$ cat src/sv/cgk_pkg.sv
// ----------------------------------------------------------------------------
// cgk_pkg
// Shared types and constants for the CGK random walk window embedding.
// ----------------------------------------------------------------------------
package cgk_pkg;

  // window length register width and largest supported window
  localparam int LenW          = 5;
  localparam int MaxWindowDef  = 21;
  // step counter covers 3 * 21 = 63 walk steps
  localparam int StepW         = 6;
  localparam int WalkW         = 63;
  localparam int SymW          = 3;
  localparam int PosW          = 32;
  localparam int NumSym        = 5;
  localparam int CfgIdxW       = 3;

  // symbol codes
  localparam logic [SymW-1:0] SymN = 3'd4;

  // configuration register indexes
  typedef enum logic [CfgIdxW-1:0] {
    RegWindowLen = 3'd0,
    RegWalkA     = 3'd1,
    RegWalkC     = 3'd2,
    RegWalkG     = 3'd3,
    RegWalkT     = 3'd4,
    RegWalkN     = 3'd5
  } cfg_reg_e;

  // input word
  typedef struct packed {
    logic [SymW-1:0] base;
    logic            string_end;
  } in_word_t;

  // result word
  typedef struct packed {
    logic [SymW-1:0] embedded_symbol;
    logic [PosW-1:0] window_start;
    logic            last_of_window;
  } out_word_t;

  // configuration write word
  typedef struct packed {
    logic [CfgIdxW-1:0] index;
    logic [WalkW-1:0]   data;
  } cfg_word_t;

  // controller to datapath commands
  typedef struct packed {
    logic load;
    logic step;
  } cgk_cmd_t;

  // datapath to controller status
  typedef struct packed {
    logic full_next;
    logic last_step;
    logic out_free;
  } cgk_status_t;

endpackage

$ cat src/sv/cgk_stream_if.sv
// ----------------------------------------------------------------------------
// cgk_stream_if
// Valid/ready channel carrying one payload word per handshake.
// ----------------------------------------------------------------------------
interface cgk_stream_if #(
  parameter type payload_t = logic
);
  logic     valid;
  logic     ready;
  payload_t payload;

  modport source (output valid, output payload, input ready);
  modport sink   (input valid, input payload, output ready);
endinterface

$ cat src/sv/cgk_window_embedding_core.sv
// ----------------------------------------------------------------------------
// cgk_window_embedding_core
// CGK random walk embedding of a sliding window over a nucleotide stream.
// ----------------------------------------------------------------------------
// Until the window is full, an accepted symbol keeps the controller idle. Once
// it holds k symbols, the symbol is followed by a run of 3k result words, one
// per cycle from a single walk pointer over the window shift line while the
// result side does not stall the output register; no new symbol is taken
// until the run ends. Configuration writes are taken every cycle and
// belong only in idle periods. Unwritten walk rows read as zero, so the
// pointer never advances and padding never starts before the window end.
module cgk_window_embedding_core import cgk_pkg::*; #(
  parameter int MaxWindow = MaxWindowDef
) (
  input  logic clk_i,
  input  logic rst_ni,
  cgk_stream_if.sink   in_i,
  cgk_stream_if.sink   cfg_i,
  cgk_stream_if.source out_o
);

  cgk_cmd_t    cmd;
  cgk_status_t status;
  in_word_t    in_word;
  cfg_word_t   cfg_word;
  out_word_t   out_word;

  assign in_word       = in_i.payload;
  assign cfg_word      = cfg_i.payload;
  assign out_o.payload = out_word;

  // controller
  cgk_ctrl u_ctrl (
    .clk_i      (clk_i),
    .rst_ni     (rst_ni),
    .in_valid_i (in_i.valid),
    .in_ready_o (in_i.ready),
    .status_i   (status),
    .cmd_o      (cmd)
  );

  // datapath
  cgk_dpath #(
    .MaxWindow (MaxWindow)
  ) u_dpath (
    .clk_i       (clk_i),
    .rst_ni      (rst_ni),
    .cfg_valid_i (cfg_i.valid),
    .cfg_word_i  (cfg_word),
    .cfg_ready_o (cfg_i.ready),
    .in_word_i   (in_word),
    .out_valid_o (out_o.valid),
    .out_ready_i (out_o.ready),
    .out_word_o  (out_word),
    .cmd_i       (cmd),
    .status_o    (status)
  );

endmodule

$ cat src/sv/cgk_ctrl.sv
// ----------------------------------------------------------------------------
// cgk_ctrl
// Controller: accepts a word when idle and sequences the walk steps.
// ----------------------------------------------------------------------------
module cgk_ctrl import cgk_pkg::*; (
  input  logic        clk_i,
  input  logic        rst_ni,
  input  logic        in_valid_i,
  output logic        in_ready_o,
  input  cgk_status_t status_i,
  output cgk_cmd_t    cmd_o
);

  typedef enum logic {
    StIdle,
    StRun
  } state_e;

  state_e state_q;

  // commands
  assign in_ready_o  = (state_q == StIdle);
  assign cmd_o.load  = in_valid_i && in_ready_o;
  assign cmd_o.step  = (state_q == StRun) && status_i.out_free;

  // state register
  always_ff @(posedge clk_i or negedge rst_ni) begin
    if (!rst_ni) begin
      state_q <= StIdle;
    end else begin
      unique case (state_q)
        StIdle: begin
          if (cmd_o.load && status_i.full_next) state_q <= StRun;
        end
        StRun: begin
          if (cmd_o.step && status_i.last_step) state_q <= StIdle;
        end
        default: state_q <= StIdle;
      endcase
    end
  end

endmodule

$ cat src/sv/cgk_dpath.sv
// ----------------------------------------------------------------------------
// cgk_dpath
// Datapath: config registers, window shift line, walk pointer, result register.
// ----------------------------------------------------------------------------
module cgk_dpath import cgk_pkg::*; #(
  parameter int MaxWindow = MaxWindowDef
) (
  input  logic        clk_i,
  input  logic        rst_ni,
  // configuration writes
  input  logic        cfg_valid_i,
  input  cfg_word_t   cfg_word_i,
  output logic        cfg_ready_o,
  // input word
  input  in_word_t    in_word_i,
  // result word
  output logic        out_valid_o,
  input  logic        out_ready_i,
  output out_word_t   out_word_o,
  // control
  input  cgk_cmd_t    cmd_i,
  output cgk_status_t status_o
);

  localparam int FillW = $clog2(MaxWindow + 1);
  localparam int IdxW  = (MaxWindow > 1) ? $clog2(MaxWindow) : 1;

  logic [LenW-1:0]  win_len_q;
  logic [WalkW-1:0] walk_q [NumSym];
  logic [SymW-1:0]  store_q [MaxWindow];
  logic [FillW-1:0] fill_q;
  logic [PosW-1:0]  pos_q;
  logic [PosW-1:0]  start_q;
  logic [LenW-1:0]  ptr_q;
  logic [StepW-1:0] step_q;
  logic             out_valid_q;
  out_word_t        out_q;

  logic [LenW-1:0]  k;
  logic [SymW-1:0]  sym_in;
  logic [FillW-1:0] fill_d;
  logic [StepW-1:0] steps;
  logic [LenW:0]    idx_sum;
  logic [IdxW-1:0]  idx;
  logic             in_win;
  logic [SymW-1:0]  sym_cur;
  logic [WalkW-1:0] walk_row;
  logic             adv;

  // effective window length clamped to 1..MaxWindow
  always_comb begin
    k = win_len_q;
    if (k == '0) k = LenW'(1);
    if (k > LenW'(MaxWindow)) k = LenW'(MaxWindow);
  end

  // incoming symbol, codes above N read as N
  assign sym_in = (in_word_i.base > SymN) ? SymN : in_word_i.base;

  // saturating fill count
  assign fill_d = (fill_q == FillW'(MaxWindow)) ? fill_q : fill_q + FillW'(1);

  // walk step selection
  assign steps    = StepW'({1'b0, k}) + StepW'({k, 1'b0});
  assign idx_sum  = (LenW + 1)'(MaxWindow) - {1'b0, k} + {1'b0, ptr_q};
  assign idx      = idx_sum[IdxW-1:0];
  assign in_win   = (ptr_q < k);
  assign sym_cur  = in_win ? store_q[idx] : SymN;
  assign walk_row = walk_q[sym_cur];
  assign adv      = in_win && walk_row[step_q];

  // status to controller
  assign status_o.full_next = (LenW'(fill_d) >= k);
  assign status_o.last_step = (step_q == steps - StepW'(1));
  assign status_o.out_free  = !out_valid_q || out_ready_i;

  assign cfg_ready_o = 1'b1;
  assign out_valid_o = out_valid_q;
  assign out_word_o  = out_q;

  // configuration registers
  always_ff @(posedge clk_i or negedge rst_ni) begin
    if (!rst_ni) begin
      win_len_q <= LenW'(MaxWindowDef);
      for (int i = 0; i < NumSym; i++) walk_q[i] <= '0;
    end else if (cfg_valid_i) begin
      unique case (cfg_word_i.index)
        RegWindowLen: win_len_q <= cfg_word_i.data[LenW-1:0];
        RegWalkA:     walk_q[0] <= cfg_word_i.data;
        RegWalkC:     walk_q[1] <= cfg_word_i.data;
        RegWalkG:     walk_q[2] <= cfg_word_i.data;
        RegWalkT:     walk_q[3] <= cfg_word_i.data;
        RegWalkN:     walk_q[4] <= cfg_word_i.data;
        default: ;
      endcase
    end
  end

  // window shift line, newest symbol at the top entry
  always_ff @(posedge clk_i) begin
    if (cmd_i.load) begin
      for (int i = 0; i < MaxWindow - 1; i++) store_q[i] <= store_q[i+1];
      store_q[MaxWindow-1] <= sym_in;
    end
  end

  // fill count and string position
  always_ff @(posedge clk_i or negedge rst_ni) begin
    if (!rst_ni) begin
      fill_q <= '0;
      pos_q  <= '0;
    end else if (cmd_i.load) begin
      fill_q <= in_word_i.string_end ? '0 : fill_d;
      pos_q  <= in_word_i.string_end ? '0 : pos_q + PosW'(1);
    end
  end

  // walk pointer and step counter
  always_ff @(posedge clk_i) begin
    if (cmd_i.load) begin
      start_q <= pos_q - PosW'(k) + PosW'(1);
      ptr_q   <= '0;
      step_q  <= '0;
    end else if (cmd_i.step) begin
      if (adv) ptr_q <= ptr_q + LenW'(1);
      step_q <= step_q + StepW'(1);
    end
  end

  // result register
  always_ff @(posedge clk_i or negedge rst_ni) begin
    if (!rst_ni) begin
      out_valid_q <= 1'b0;
    end else if (cmd_i.step) begin
      out_valid_q <= 1'b1;
    end else if (out_ready_i) begin
      out_valid_q <= 1'b0;
    end
  end

  always_ff @(posedge clk_i) begin
    if (cmd_i.step) begin
      out_q.embedded_symbol <= sym_cur;
      out_q.window_start    <= start_q;
      out_q.last_of_window  <= status_o.last_step;
    end
  end

endmodule
$ cat src/flat_wrapper.sv
// flat-port wrapper written by rule: the top's interface ports become plain ports
module cgk_window_embedding_core_flat import cgk_pkg::*;
#(
  parameter int MaxWindow = MaxWindowDef
)
  (clk_i, rst_ni, in_i_valid, in_i_payload, in_i_ready, cfg_i_valid, cfg_i_payload, cfg_i_ready, out_o_valid, out_o_payload, out_o_ready);
  cgk_stream_if in_i_i ();
  cgk_stream_if cfg_i_i ();
  cgk_stream_if out_o_i ();
  input  logic clk_i;
  input  logic rst_ni;
  input wire logic [$bits(in_i_i.valid)-1:0] in_i_valid;
  input wire logic [$bits(in_i_i.payload)-1:0] in_i_payload;
  output wire logic [$bits(in_i_i.ready)-1:0] in_i_ready;
  input wire logic [$bits(cfg_i_i.valid)-1:0] cfg_i_valid;
  input wire logic [$bits(cfg_i_i.payload)-1:0] cfg_i_payload;
  output wire logic [$bits(cfg_i_i.ready)-1:0] cfg_i_ready;
  output wire logic [$bits(out_o_i.valid)-1:0] out_o_valid;
  output wire logic [$bits(out_o_i.payload)-1:0] out_o_payload;
  input wire logic [$bits(out_o_i.ready)-1:0] out_o_ready;
  assign in_i_i.valid = in_i_valid;
  assign in_i_i.payload = in_i_payload;
  assign in_i_ready = in_i_i.ready;
  assign cfg_i_i.valid = cfg_i_valid;
  assign cfg_i_i.payload = cfg_i_payload;
  assign cfg_i_ready = cfg_i_i.ready;
  assign out_o_valid = out_o_i.valid;
  assign out_o_payload = out_o_i.payload;
  assign out_o_i.ready = out_o_ready;
  cgk_window_embedding_core #(.MaxWindow(MaxWindow)) u_core (.clk_i(clk_i), .rst_ni(rst_ni), .in_i(in_i_i), .cfg_i(cfg_i_i), .out_o(out_o_i));
endmodule
$ cat config.mk
export PLATFORM = sky130hd
export DESIGN_NAME = cgk_window_embedding_core_flat
export DESIGN_NICKNAME = d
export VERILOG_FILES = /design/src/sv/cgk_pkg.sv /design/src/sv/cgk_stream_if.sv /design/src/sv/cgk_window_embedding_core.sv /design/src/sv/cgk_ctrl.sv /design/src/sv/cgk_dpath.sv /design/src/flat_wrapper.sv
export SDC_FILE = /design/constraint.sdc
export NUM_CORES = 1
export LEC_CHECK = 0
export ABC_AREA = 1
export BUFFER_PORTS_ARGS = -buffer_cell sky130_fd_sc_hd__buf_2
export CORE_MARGIN = 3
export CORE_UTILIZATION = 40
export CTS_CLUSTER_SIZE = 40
export DETAILED_ROUTE_END_ITERATION = 7
export GPL_ROUTABILITY_DRIVEN = 1
export HOLD_SLACK_MARGIN = 0.05
export PLACE_DENSITY = 0.63
export REMOVE_ABC_BUFFERS = 1
export SLEW_MARGIN = 20
export SYNTH_ARGS = -nofsm -noshare
export SYNTH_HDL_FRONTEND = slang
export SYNTH_SLANG_ARGS = --single-unit
$ cat constraint.sdc
create_clock -name clk_i -period 2.05 [get_ports clk_i]
set_input_delay 0.41 -clock clk_i [delete_from_list [all_inputs] [get_ports clk_i]]
set_output_delay 0.41 -clock clk_i [all_outputs]
set_load 0.01 [all_outputs]
==> results of run 1 <==
==> cell families after synthesis <==
logic type / share of synthesized area
buf+inv: 0.110
simple gates: 0.306
xor+xnor: 0.0183
other cells: 0.00391
compound gates: 0.0901
fa+ha+maj: 0.0783
flops: 0.394
==> path summary, 6_finish.rpt <==
check,start,end,slack (ns)
min in group asynchronous,rst_ni,u_core.u_dpath.fill_q[3],0.50
worst max-delay path,u_core.u_dpath.fill_q[1],u_core.u_ctrl.state_q,0.13
worst max register to register,u_core.u_dpath.fill_q[1],u_core.u_ctrl.state_q,0.13
worst min register to register,u_core.u_dpath.out_valid_o,u_core.u_dpath.out_valid_o,0.52
max in group asynchronous,rst_ni,u_core.u_dpath.win_len_q[0],1.30
worst min-delay path,cfg_i_valid,u_core.u_dpath.win_len_q[2],0.26
==> where the power goes <==
| part | internal (mW) | leakage [nW] | switching (mW) |
|---|---|---|---|
| logic | 0.221 | 0.372 | 0.331 |
| clock network | 0.0706 | 0.0154 | 0.0934 |
| registers | 0.422 | 0.168 | 0.112 |
==> critical path: stages (launching register included) <==
cell and delay [ns]:
dfrtp_1 0.44, inv_1 0.10, ha_1 0.14, nand2_1 0.05, inv_2 0.07, nand2_4 0.07
xnor2_1 0.20, ha_1 0.27, nor2_1 0.10, nand3_1 0.08, nand2_1 0.06, nand2_1 0.04
nand2_1 0.05, nand2_1 0.05, nand2_1 0.05, nand2_1 0.04
==> repair_timing <==
action                                  4_1_cts  5_1_grt
hold buffers                                  1        0
endpoints found under the setup margin        0        0
resized for setup                             0        0
setup buffers                                 0        0
endpoints found under the hold margin         7        0
==> layout make-up <==
class	instances	area, um^2
Fill cell	245	1170
Multi-Input combinational cell	82	475
Sequential cell	16	378
Inverter	26	97.6
Timing Repair Buffer	10	55.1
Tap cell	28	35.0
Clock buffer	3	22.5
Clock inverter	1	3.75
==> placed cells by master (no fill, tap or decap), drive strengths merged <==
cell type    instances
dfstp                2
dfrtp                7
o22ai                3
and2                 1
nand4                1
or2                  1
dfxtp                6
ha                   6
o21ai                8
nor3                 3
conb                 1
clkbuf               3
nand3                8
xnor2                2
inv                 26
clkinv               1
buf                  9
nor4                 1
dlygate4sd3          1
a21oi                4
o31ai                1
nand2               27
nor2                15
edfxtp               1
==> metal layers <==
layer / wire (um) / up-vias
li1: - / 419
met1: 805 / 357
met2: 784 / 23
met3: 110 / 2
met4: 14 / 0
met5: 0 / -
==> stage by stage <==
step,utilization,instance area (um^2)
6_report,0.478,1070
3_5_place_dp,0.462,1030
5_1_grt,0.478,1070
4_1_cts,0.478,1070
3_3_place_gp,0.462,1030
2_1_floorplan,-,951
==> flip-flops by register name (all words and copies together) (netlist names) <==
name                        flops
u_core.u_dpath.out_valid_o      1
u_core.u_ctrl.state_q           1
u_core.u_dpath.fill_q           5
u_core.u_dpath.step_q           6
u_core.u_dpath.out_word_o       1
u_core.u_dpath.win_len_q        2
==> results.md, run 1 <==
- Status: finished clean
- Hold crit path type: primary input to flip-flop
- Starting Density: 0.429
- Tot Pwr: 1.25 mW
- Reg2Reg Depth: 15
- Seq/Total Area, Yosys: 0.394
- Die width: 55.0 um
- Setup TNS: 0 ns
- Max frequency: 522 MHz
- Max-cap violation count: 0
- CTS tree: yes
- Detail-routed via count per cell: 4.83
- Yosys reg bits: 16
- Met3 global-route usage: 0.0617
- Clock sinks: 16
- Layout cells sized above 1: 0.239
- Post-route antenna net violation count: 0
- Final setup margin: 0.133 ns
- RSZ-0062 raised after global routing: no
- Static Leakage: 0.556 nW
- Synth top area cells: dfrtp_1 18%, dfxtp_1 13%, nand2_1 8.2%
- Wire length per cell: 10.3 um
- Worst hold slack: 0.261 ns
- Routed WL: 1720 um
- Post-synth EDFFs: 1
- Worst Path Max Fanout: 5
- Worst-Skew Late Latency: 0.28 ns
- Netlist cell types: 28
- Hold Vio Cnt, Final: 0
- Ports: 11
- Worst Path Required: 2.23 ns
- Vias in the first global route: 745
- Number of diodes: 0
- Setup Skew: 0.00140 ns
- Count leader, synth: nand2_1
- Vias: 801
- Cells after Synth: 125
- CP Capture Type: flip-flop
- First-pass GRT wire length: 3040 um
- GR Layer Usage met2: 0.226
- Area delta synth->final: 11.4%
- # DRC: 0
- Hold Path Stages: 2
- CP startpoint kind: flip-flop
- Period minus WS final: 1.92 ns
- CTS H-tree lvls: 1
- DP Worst Slack: 0.144 ns
- Yosys warns: 0
- Initial antenna violation count: 0
- Clock slew at reported path FFs: 0.09 ns
- Main synth FF type: dfrtp_1
- Clock root buffer master: clkbuf_4
- Total grt overflow: 0
- Crit Path Class: flip-flop to flip-flop
- Die height: 55.0 um
- Core area: 2230 um^2
- Final Wtd Congestion: 0.778
- Largest net degree at the start of global routing: 10
- CTS Buffer Depth: 2
- Routing usage on met1: 0.177
- Tcrit/Tclk final: 0.935
- Post-synth top cells: 21 x nand2_1, 18 x inv_1, 13 x nor2_1
- Post-DP HPWL: 1380 um
- Layout Nets: 152
- Synth Cell Area: 958 um^2
- IR Drop Worst-Case VDD: 465 uV
- TritonCTS Buffers: 3
- Crit path DAT: 2.09 ns
- Leading area contributor after synthesis: dfrtp_1
- Final Max Slew Viols: 0
- Row cnt: 17
- Die area: 3020 um^2
- Setup-violating endpoint count in the final report: 0
- DR pass1 iterations: 4
- Finished Layout Cells: 166
- Iteration-0 DRC Markers: 15
- Inst Count DP: 161
- GRT busiest layer: met2
- Number of I/O port buffers: 9
- Syn avg cell area: 7.67 um^2
- Pwr dens: 1170 nW/um^2
- Global Route Usage Sum: 0.144
- Share of the synthesized area in the top cell type: 0.183
- Async set-or-reset flop fraction in the synthesized netlist: 0.563
Power figures use the tool's default switching activity.
==> run 2, diff against run 1 <==
--- a/config.mk
+++ b/config.mk
@@ -7,13 +7,12 @@
 export LEC_CHECK = 0
 export ABC_AREA = 1
 export BUFFER_PORTS_ARGS = -buffer_cell sky130_fd_sc_hd__buf_2
-export CORE_MARGIN = 3
 export CORE_UTILIZATION = 40
 export CTS_CLUSTER_SIZE = 40
 export DETAILED_ROUTE_END_ITERATION = 7
 export GPL_ROUTABILITY_DRIVEN = 1
 export HOLD_SLACK_MARGIN = 0.05
-export PLACE_DENSITY = 0.63
+export PLACE_DENSITY = 0.67
 export REMOVE_ABC_BUFFERS = 1
 export SLEW_MARGIN = 20
 export SYNTH_ARGS = -nofsm -noshare
==> results.md, run 2 (synthesis results as in run 1) <==
- Status: finished clean
- Seq pwr share: 0.402
- First-pass GRT wire length: 3100 um
- Clock share of power: 0.158
- Worst hold slack: 0.260 ns
- Setup TNS: 0 ns
- DR pass1 iterations: 4
- CP most frequent cell: nand2_1
- Largest regs: u_core.u_dpath.step_q x6, u_core.u_dpath.fill_q x5, u_core.u_dpath.win_len_q x2
- Most common cell after layout, fill and taps aside: nand2_1
- Iteration-0 DRC Markers: 31
- Crit path DAT: 2.04 ns
- Tot Pwr: 1.32 mW
- Setup Skew: 0.00568 ns
- Number of I/O port buffers: 9
- Die height: 51.0 um
- Comb pwr share: 0.440
- Power Internal: 0.764 mW
- Worst Path Required: 2.23 ns
- CP Capture Type: flip-flop
- # DRC: 0
- CTS tree: yes
- CTS H-tree lvls: 1
- Setup-violating endpoint count in the final report: 0
- RSZ-0062 raised after global routing: no
- Clock sinks: 16
- Detail-routed via count per cell: 4.93
- CP startpoint kind: flip-flop
- Layout cells sized above 1: 0.266
- Clock slew at reported path FFs: 0.10 ns
- Final Wtd Congestion: 0.798
- Ports: 11
- Post-route antenna net violation count: 0
- CP Cell Sequence: ha_1, nand2_1, inv_2, nand2_4, inv_1, a21oi_2, inv_1, ha_1, nand2_1, nand2_1, nand2_1, nand2_1, nand2_1, nand2_1
- Post-DP HPWL: 1340 um
- Row cnt: 17
- Initial antenna violation count: 0
- Max-cap violation count: 0
- Post-Route Utilization: 0.488
- Total grt overflow: 0
- Layout Nets: 153
- Largest net degree at the start of global routing: 10
- Pwr dens: 1220 nW/um^2
- Routed WL: 1830 um
- CTS Buffer Depth: 2
- Largest register FFs: 6
- Max frequency: 538 MHz
- Worst-Skew Late Latency: 0.28 ns
- IR Drop Worst-Case VDD: 542 uV
- Vias: 823
- Worst Path Max Fanout: 6
- Clock root buffer master: clkbuf_4
- Global Route Usage Sum: 0.160
- Largest reg by FF count: u_core.u_dpath.step_q
- Starting Density: 0.429
- Sw frac: 0.423
- Vias in the first global route: 724
- CP max stage cell: dfrtp_2
- Wire length per cell: 10.9 um
- Die width: 51.0 um
- Hold crit path type: primary input to flip-flop
- Final Max Slew Viols: 0
- Max incr delay on CP: 0.47 ns
- Core area: 2230 um^2
- Tcrit/Tclk final: 0.907
- TritonCTS Buffers: 3
- Crit Path Class: flip-flop to flip-flop
- Hold Vio Cnt, Final: 0
- DP Worst Slack: 0.166 ns
- Static Leakage: 0.566 nW
- Final setup margin: 0.192 ns
- Area delta synth->final: 13.7%
- Die area: 2600 um^2
- Number of diodes: 0
- Most frequent cells in the layout: 21 x nand2_1, 18 x inv_1, 13 x nor2_1
- Sw Pwr: 0.560 mW
- Period minus WS final: 1.86 ns
run 2: cell types whose count changed in the layout (fill, tap and decap cells not counted), sizes merged:
cell and delta:
clkbuf +1, buf +1, clkinv -1
run 2: cell type report:
cell class                 instances  area [um^2]
sequential                        16          379
fill                             225         1140
multi-input combinational         82          479
tap                               28         35.0
timing repair buffer              11         62.6
clock buffer                       4         36.3
inverter                          26         97.6
run 2: routing by layer:
| layer | share of wire | track usage | vias to the layer above |
|---|---|---|---|
| li1 | - | - | 419 |
| met1 | 0.46 | 0.199 | 378 |
| met2 | 0.48 | 0.276 | 24 |
| met3 | 0.054 | 0.0268 | 2 |
| met4 | 0.0082 | 0.0556 | 0 |
| met5 | 0 | 0 | - |
run 2: worst paths after layout:
| check | start | to | slack [ns] | depth (start not counted) |
|---|---|---|---|---|
| max | u_core.u_dpath.fill_q[0] | u_core.u_ctrl.state_q | 0.19 | 14 |
| min | cfg_i_valid | u_core.u_dpath.win_len_q[2] | 0.26 | 2 |
| max reg2reg | u_core.u_dpath.fill_q[0] | u_core.u_ctrl.state_q | 0.19 | 14 |
| min reg2reg | u_core.u_dpath.out_valid_o | u_core.u_dpath.out_valid_o | 0.51 | 2 |
| max in group asynchronous | rst_ni | u_core.u_dpath.win_len_q[0] | 1.29 | 2 |
| min in group asynchronous | rst_ni | u_core.u_dpath.fill_q[3] | 0.50 | 2 |
run 2: per-stage QoR:
| stage | cells | cell area [um^2] |
|---|---|---|
| after detailed placement | 161 | 1030 |
| after global routing | 167 | 1090 |
| final | 167 | 1090 |
| after CTS | 166 | 1080 |
| after global placement | 161 | 1030 |
| after floorplan | 124 | 951 |
run 2: repair_timing:
item,CTS,global route
endpoints found under the hold margin,7,0
hold buffers,1,0
setup buffers,0,1
endpoints found under the setup margin,0,1
gates resized for setup,0,2
run 2: power groups by stage:
stage / Clock [mW] / Sequential, mW / Combinational, mW
global placement: 0 / 0.534 / 0.540
finish: 0.209 / 0.532 / 0.583
floorplan: 0 / 0.523 / 0.439
detailed placement: 0 / 0.539 / 0.556
global route: 0.239 / 0.547 / 0.666
CTS: 0.217 / 0.533 / 0.569
run 2: worst max-delay path, delay by kind of cell (launching register included):
| kind | cells | cell delay (ns) |
|---|---|---|
| AOI/OAI and AO/OA | 1 | 0.15 |
| buffers and inverters | 3 | 0.18 |
| and+or+nand+nor | 8 | 0.46 |
| adders and majority gates | 2 | 0.50 |
| DFF | 1 | 0.47 |
==> run 3, diff against run 2 <==
--- a/config.mk
+++ b/config.mk
@@ -7,12 +7,12 @@
 export LEC_CHECK = 0
 export ABC_AREA = 1
 export BUFFER_PORTS_ARGS = -buffer_cell sky130_fd_sc_hd__buf_2
-export CORE_UTILIZATION = 40
+export CORE_UTILIZATION = 50
 export CTS_CLUSTER_SIZE = 40
 export DETAILED_ROUTE_END_ITERATION = 7
 export GPL_ROUTABILITY_DRIVEN = 1
 export HOLD_SLACK_MARGIN = 0.05
-export PLACE_DENSITY = 0.67
+export PLACE_DENSITY = 0.82
 export REMOVE_ABC_BUFFERS = 1
 export SLEW_MARGIN = 20
 export SYNTH_ARGS = -nofsm -noshare
==> constraint.sdc (replaced) <==
create_clock -name clk_i -period 1.6 [get_ports clk_i]
set_input_delay 0.32 -clock clk_i [delete_from_list [all_inputs] [get_ports clk_i]]
set_output_delay 0.32 -clock clk_i [all_outputs]
set_load 0.01 [all_outputs]
==> results.md, run 3 (synthesis results as in run 1) <==
- Status: finished, violations left
- Failing checks: setup timing
- Power Internal: 1.24 mW
- Tcrit/Tclk final: 1.22
- Hold Vio Cnt, Final: 0
- Reg-to-reg startpoint: u_core.u_dpath.fill_q[1]
- Inst Count DP: 170
- Largest regs: u_core.u_dpath.step_q x6, u_core.u_dpath.fill_q x5, u_core.u_dpath.win_len_q x2
- Number of diodes: 0
- Layout cells sized above 1: 0.426
- Total grt overflow: 0
- Setup TNS: -0.354 ns
- Fillers: 117
- Detail-routed via count per cell: 5.30
- Iteration-0 DRC Markers: 35
- Core area: 1760 um^2
- Comb pwr share: 0.563
- Period minus WS final: 1.95 ns
- Sw frac: 0.430
- Final Max Slew Viols: 0
- Area delta synth->final: 39.3%
- Vias: 991
- Reg2Reg Depth: 15
- Seq pwr share: 0.309
- Setup Skew: 0.00189 ns
- Global Route Usage Sum: 0.273
- Max-cap violation count: 0
- Largest reg by FF count: u_core.u_dpath.step_q
- Die height: 45.8 um
- Post-route antenna net violation count: 0
- Worst hold start: cfg_i_valid
- FF+latch area: 378 um^2
- Starting Density: 0.543
- Hold EP: u_core.u_dpath.win_len_q[2]
- TritonCTS Buffers: 3
- Layout Nets: 176
- Most common cell after layout, fill and taps aside: buf_4
- Post-Route Utilization: 0.757
- Max frequency: 512 MHz
- Static Leakage: 0.692 nW
- Hold crit path type: primary input to flip-flop
- Worst Path Max Fanout: 2
- Clock sinks: 16
- # DRC: 0
- Clock share of power: 0.127
- RSZ-0062 raised after global routing: yes
- Clock root buffer master: clkbuf_4
- Hold Path Stages: 2
- Worst hold slack: 0.152 ns
- Row cnt: 15
- DR pass1 iterations: 4
- Routed WL: 2620 um
- CTS tree: yes
- Wire length per cell: 14.0 um
- Largest net degree at the start of global routing: 10
- CP Capture Type: flip-flop
- Most frequent cells in the layout: 22 x buf_4, 18 x nand2_1, 17 x inv_1
- Die width: 45.8 um
- Finished Layout Cells: 187
- Clock slew at reported path FFs: 0.10 ns
- Final Wtd Congestion: 0.790
- Sw Pwr: 0.936 mW
- IR Drop Worst-Case VDD: 962 uV
- R2R setup slack: -0.35 ns
- Largest register FFs: 6
- Final setup margin: -0.354 ns
- Crit Path Class: flip-flop to flip-flop
- Vias in the first global route: 931
- First-pass GRT wire length: 3950 um
- Die area: 2100 um^2
- Post-DP HPWL: 1430 um
- Worst Path Required: 1.79 ns
- Initial antenna violation count: 0
- Number of I/O port buffers: 9
- Worst reg2reg path endpoint: u_core.u_ctrl.state_q
- Pwr dens: 1630 nW/um^2
- CTS Buffer Depth: 2
- Multi-input combinational cell area: 549 um^2
- CP startpoint kind: flip-flop
- Worst-Skew Late Latency: 0.30 ns
- Ports: 11
- Crit path DAT: 2.15 ns
- CTS H-tree lvls: 1
- Setup-violating endpoint count in the final report: 1
run 3: worst max path at each step:
stage	startpoint	end	slack, ns	cells after the start
after floorplan	u_core.u_dpath.fill_q[1]	u_core.u_ctrl.state_q	-0.15	15
after global placement	u_core.u_dpath.fill_q[1]	u_core.u_ctrl.state_q	-0.20	15
after detailed placement	u_core.u_dpath.fill_q[1]	u_core.u_ctrl.state_q	-0.27	15
after CTS	u_core.u_dpath.fill_q[0]	u_core.u_ctrl.state_q	-0.20	14
after global routing	u_core.u_dpath.fill_q[1]	u_core.u_ctrl.state_q	-0.42	15
final	u_core.u_dpath.fill_q[1]	u_core.u_ctrl.state_q	-0.35	15
run 3: layer usage:
| layer | share of wire | vias to the layer above | GRT usage |
|---|---|---|---|
| li1 | - | 464 | - |
| met1 | 0.41 | 450 | 0.315 |
| met2 | 0.48 | 59 | 0.443 |
| met3 | 0.057 | 18 | 0.0556 |
| met4 | 0.052 | 0 | 0.206 |
| met5 | 0 | - | 0 |
run 3: final cells by class:
cell class / count / share of cell area
clock buffers: 4 / 0.0272
inverters: 26 / 0.0731
multi-input cells: 82 / 0.411
flip-flops and latches: 16 / 0.283
well taps: 25 / 0.0234
repair buffers: 34 / 0.182
run 3: metrics by stage:
stage	setup slack [ns]	total power, mW	instance area, um^2
3_3_place_gp	-0.204	1.49	1120
2_1_floorplan	-0.146	1.23	951
6_report	-0.354	2.18	1340
5_1_grt	-0.419	2.31	1340
3_5_place_dp	-0.273	1.53	1120
4_1_cts	-0.196	1.94	1260
run 3: critical path, stage by stage (launching register included):
cell and delay [ns]:
dfrtp_1 0.41, buf_4 0.14, ha_1 0.20, nor2_1 0.09, inv_1 0.06, a21oi_2 0.19
inv_1 0.07, ha_1 0.20, inv_1 0.09, nand2_2 0.06, inv_2 0.06, nand2_2 0.05
nand2_1 0.07, nand2_1 0.05, nand2_1 0.05, nand2_1 0.05
run 3: power groups by stage:
stage | registers (mW) | logic, mW | clock network [mW]
after floorplan | 0.670 | 0.563 | 0
after global placement | 0.654 | 0.836 | 0
after detailed placement | 0.663 | 0.871 | 0
after CTS | 0.657 | 1.00 | 0.277
after global routing | 0.687 | 1.32 | 0.307
final | 0.674 | 1.23 | 0.278
run 3: timing repair:
action / in CTS / in global routing
endpoints found under the setup margin: 1 / 2
hold endpoints to repair: 7 / 0
setup buffers: 10 / 6
hold buffers: 1 / 0
pin swaps: 3 / 9
resized for setup: 3 / 13
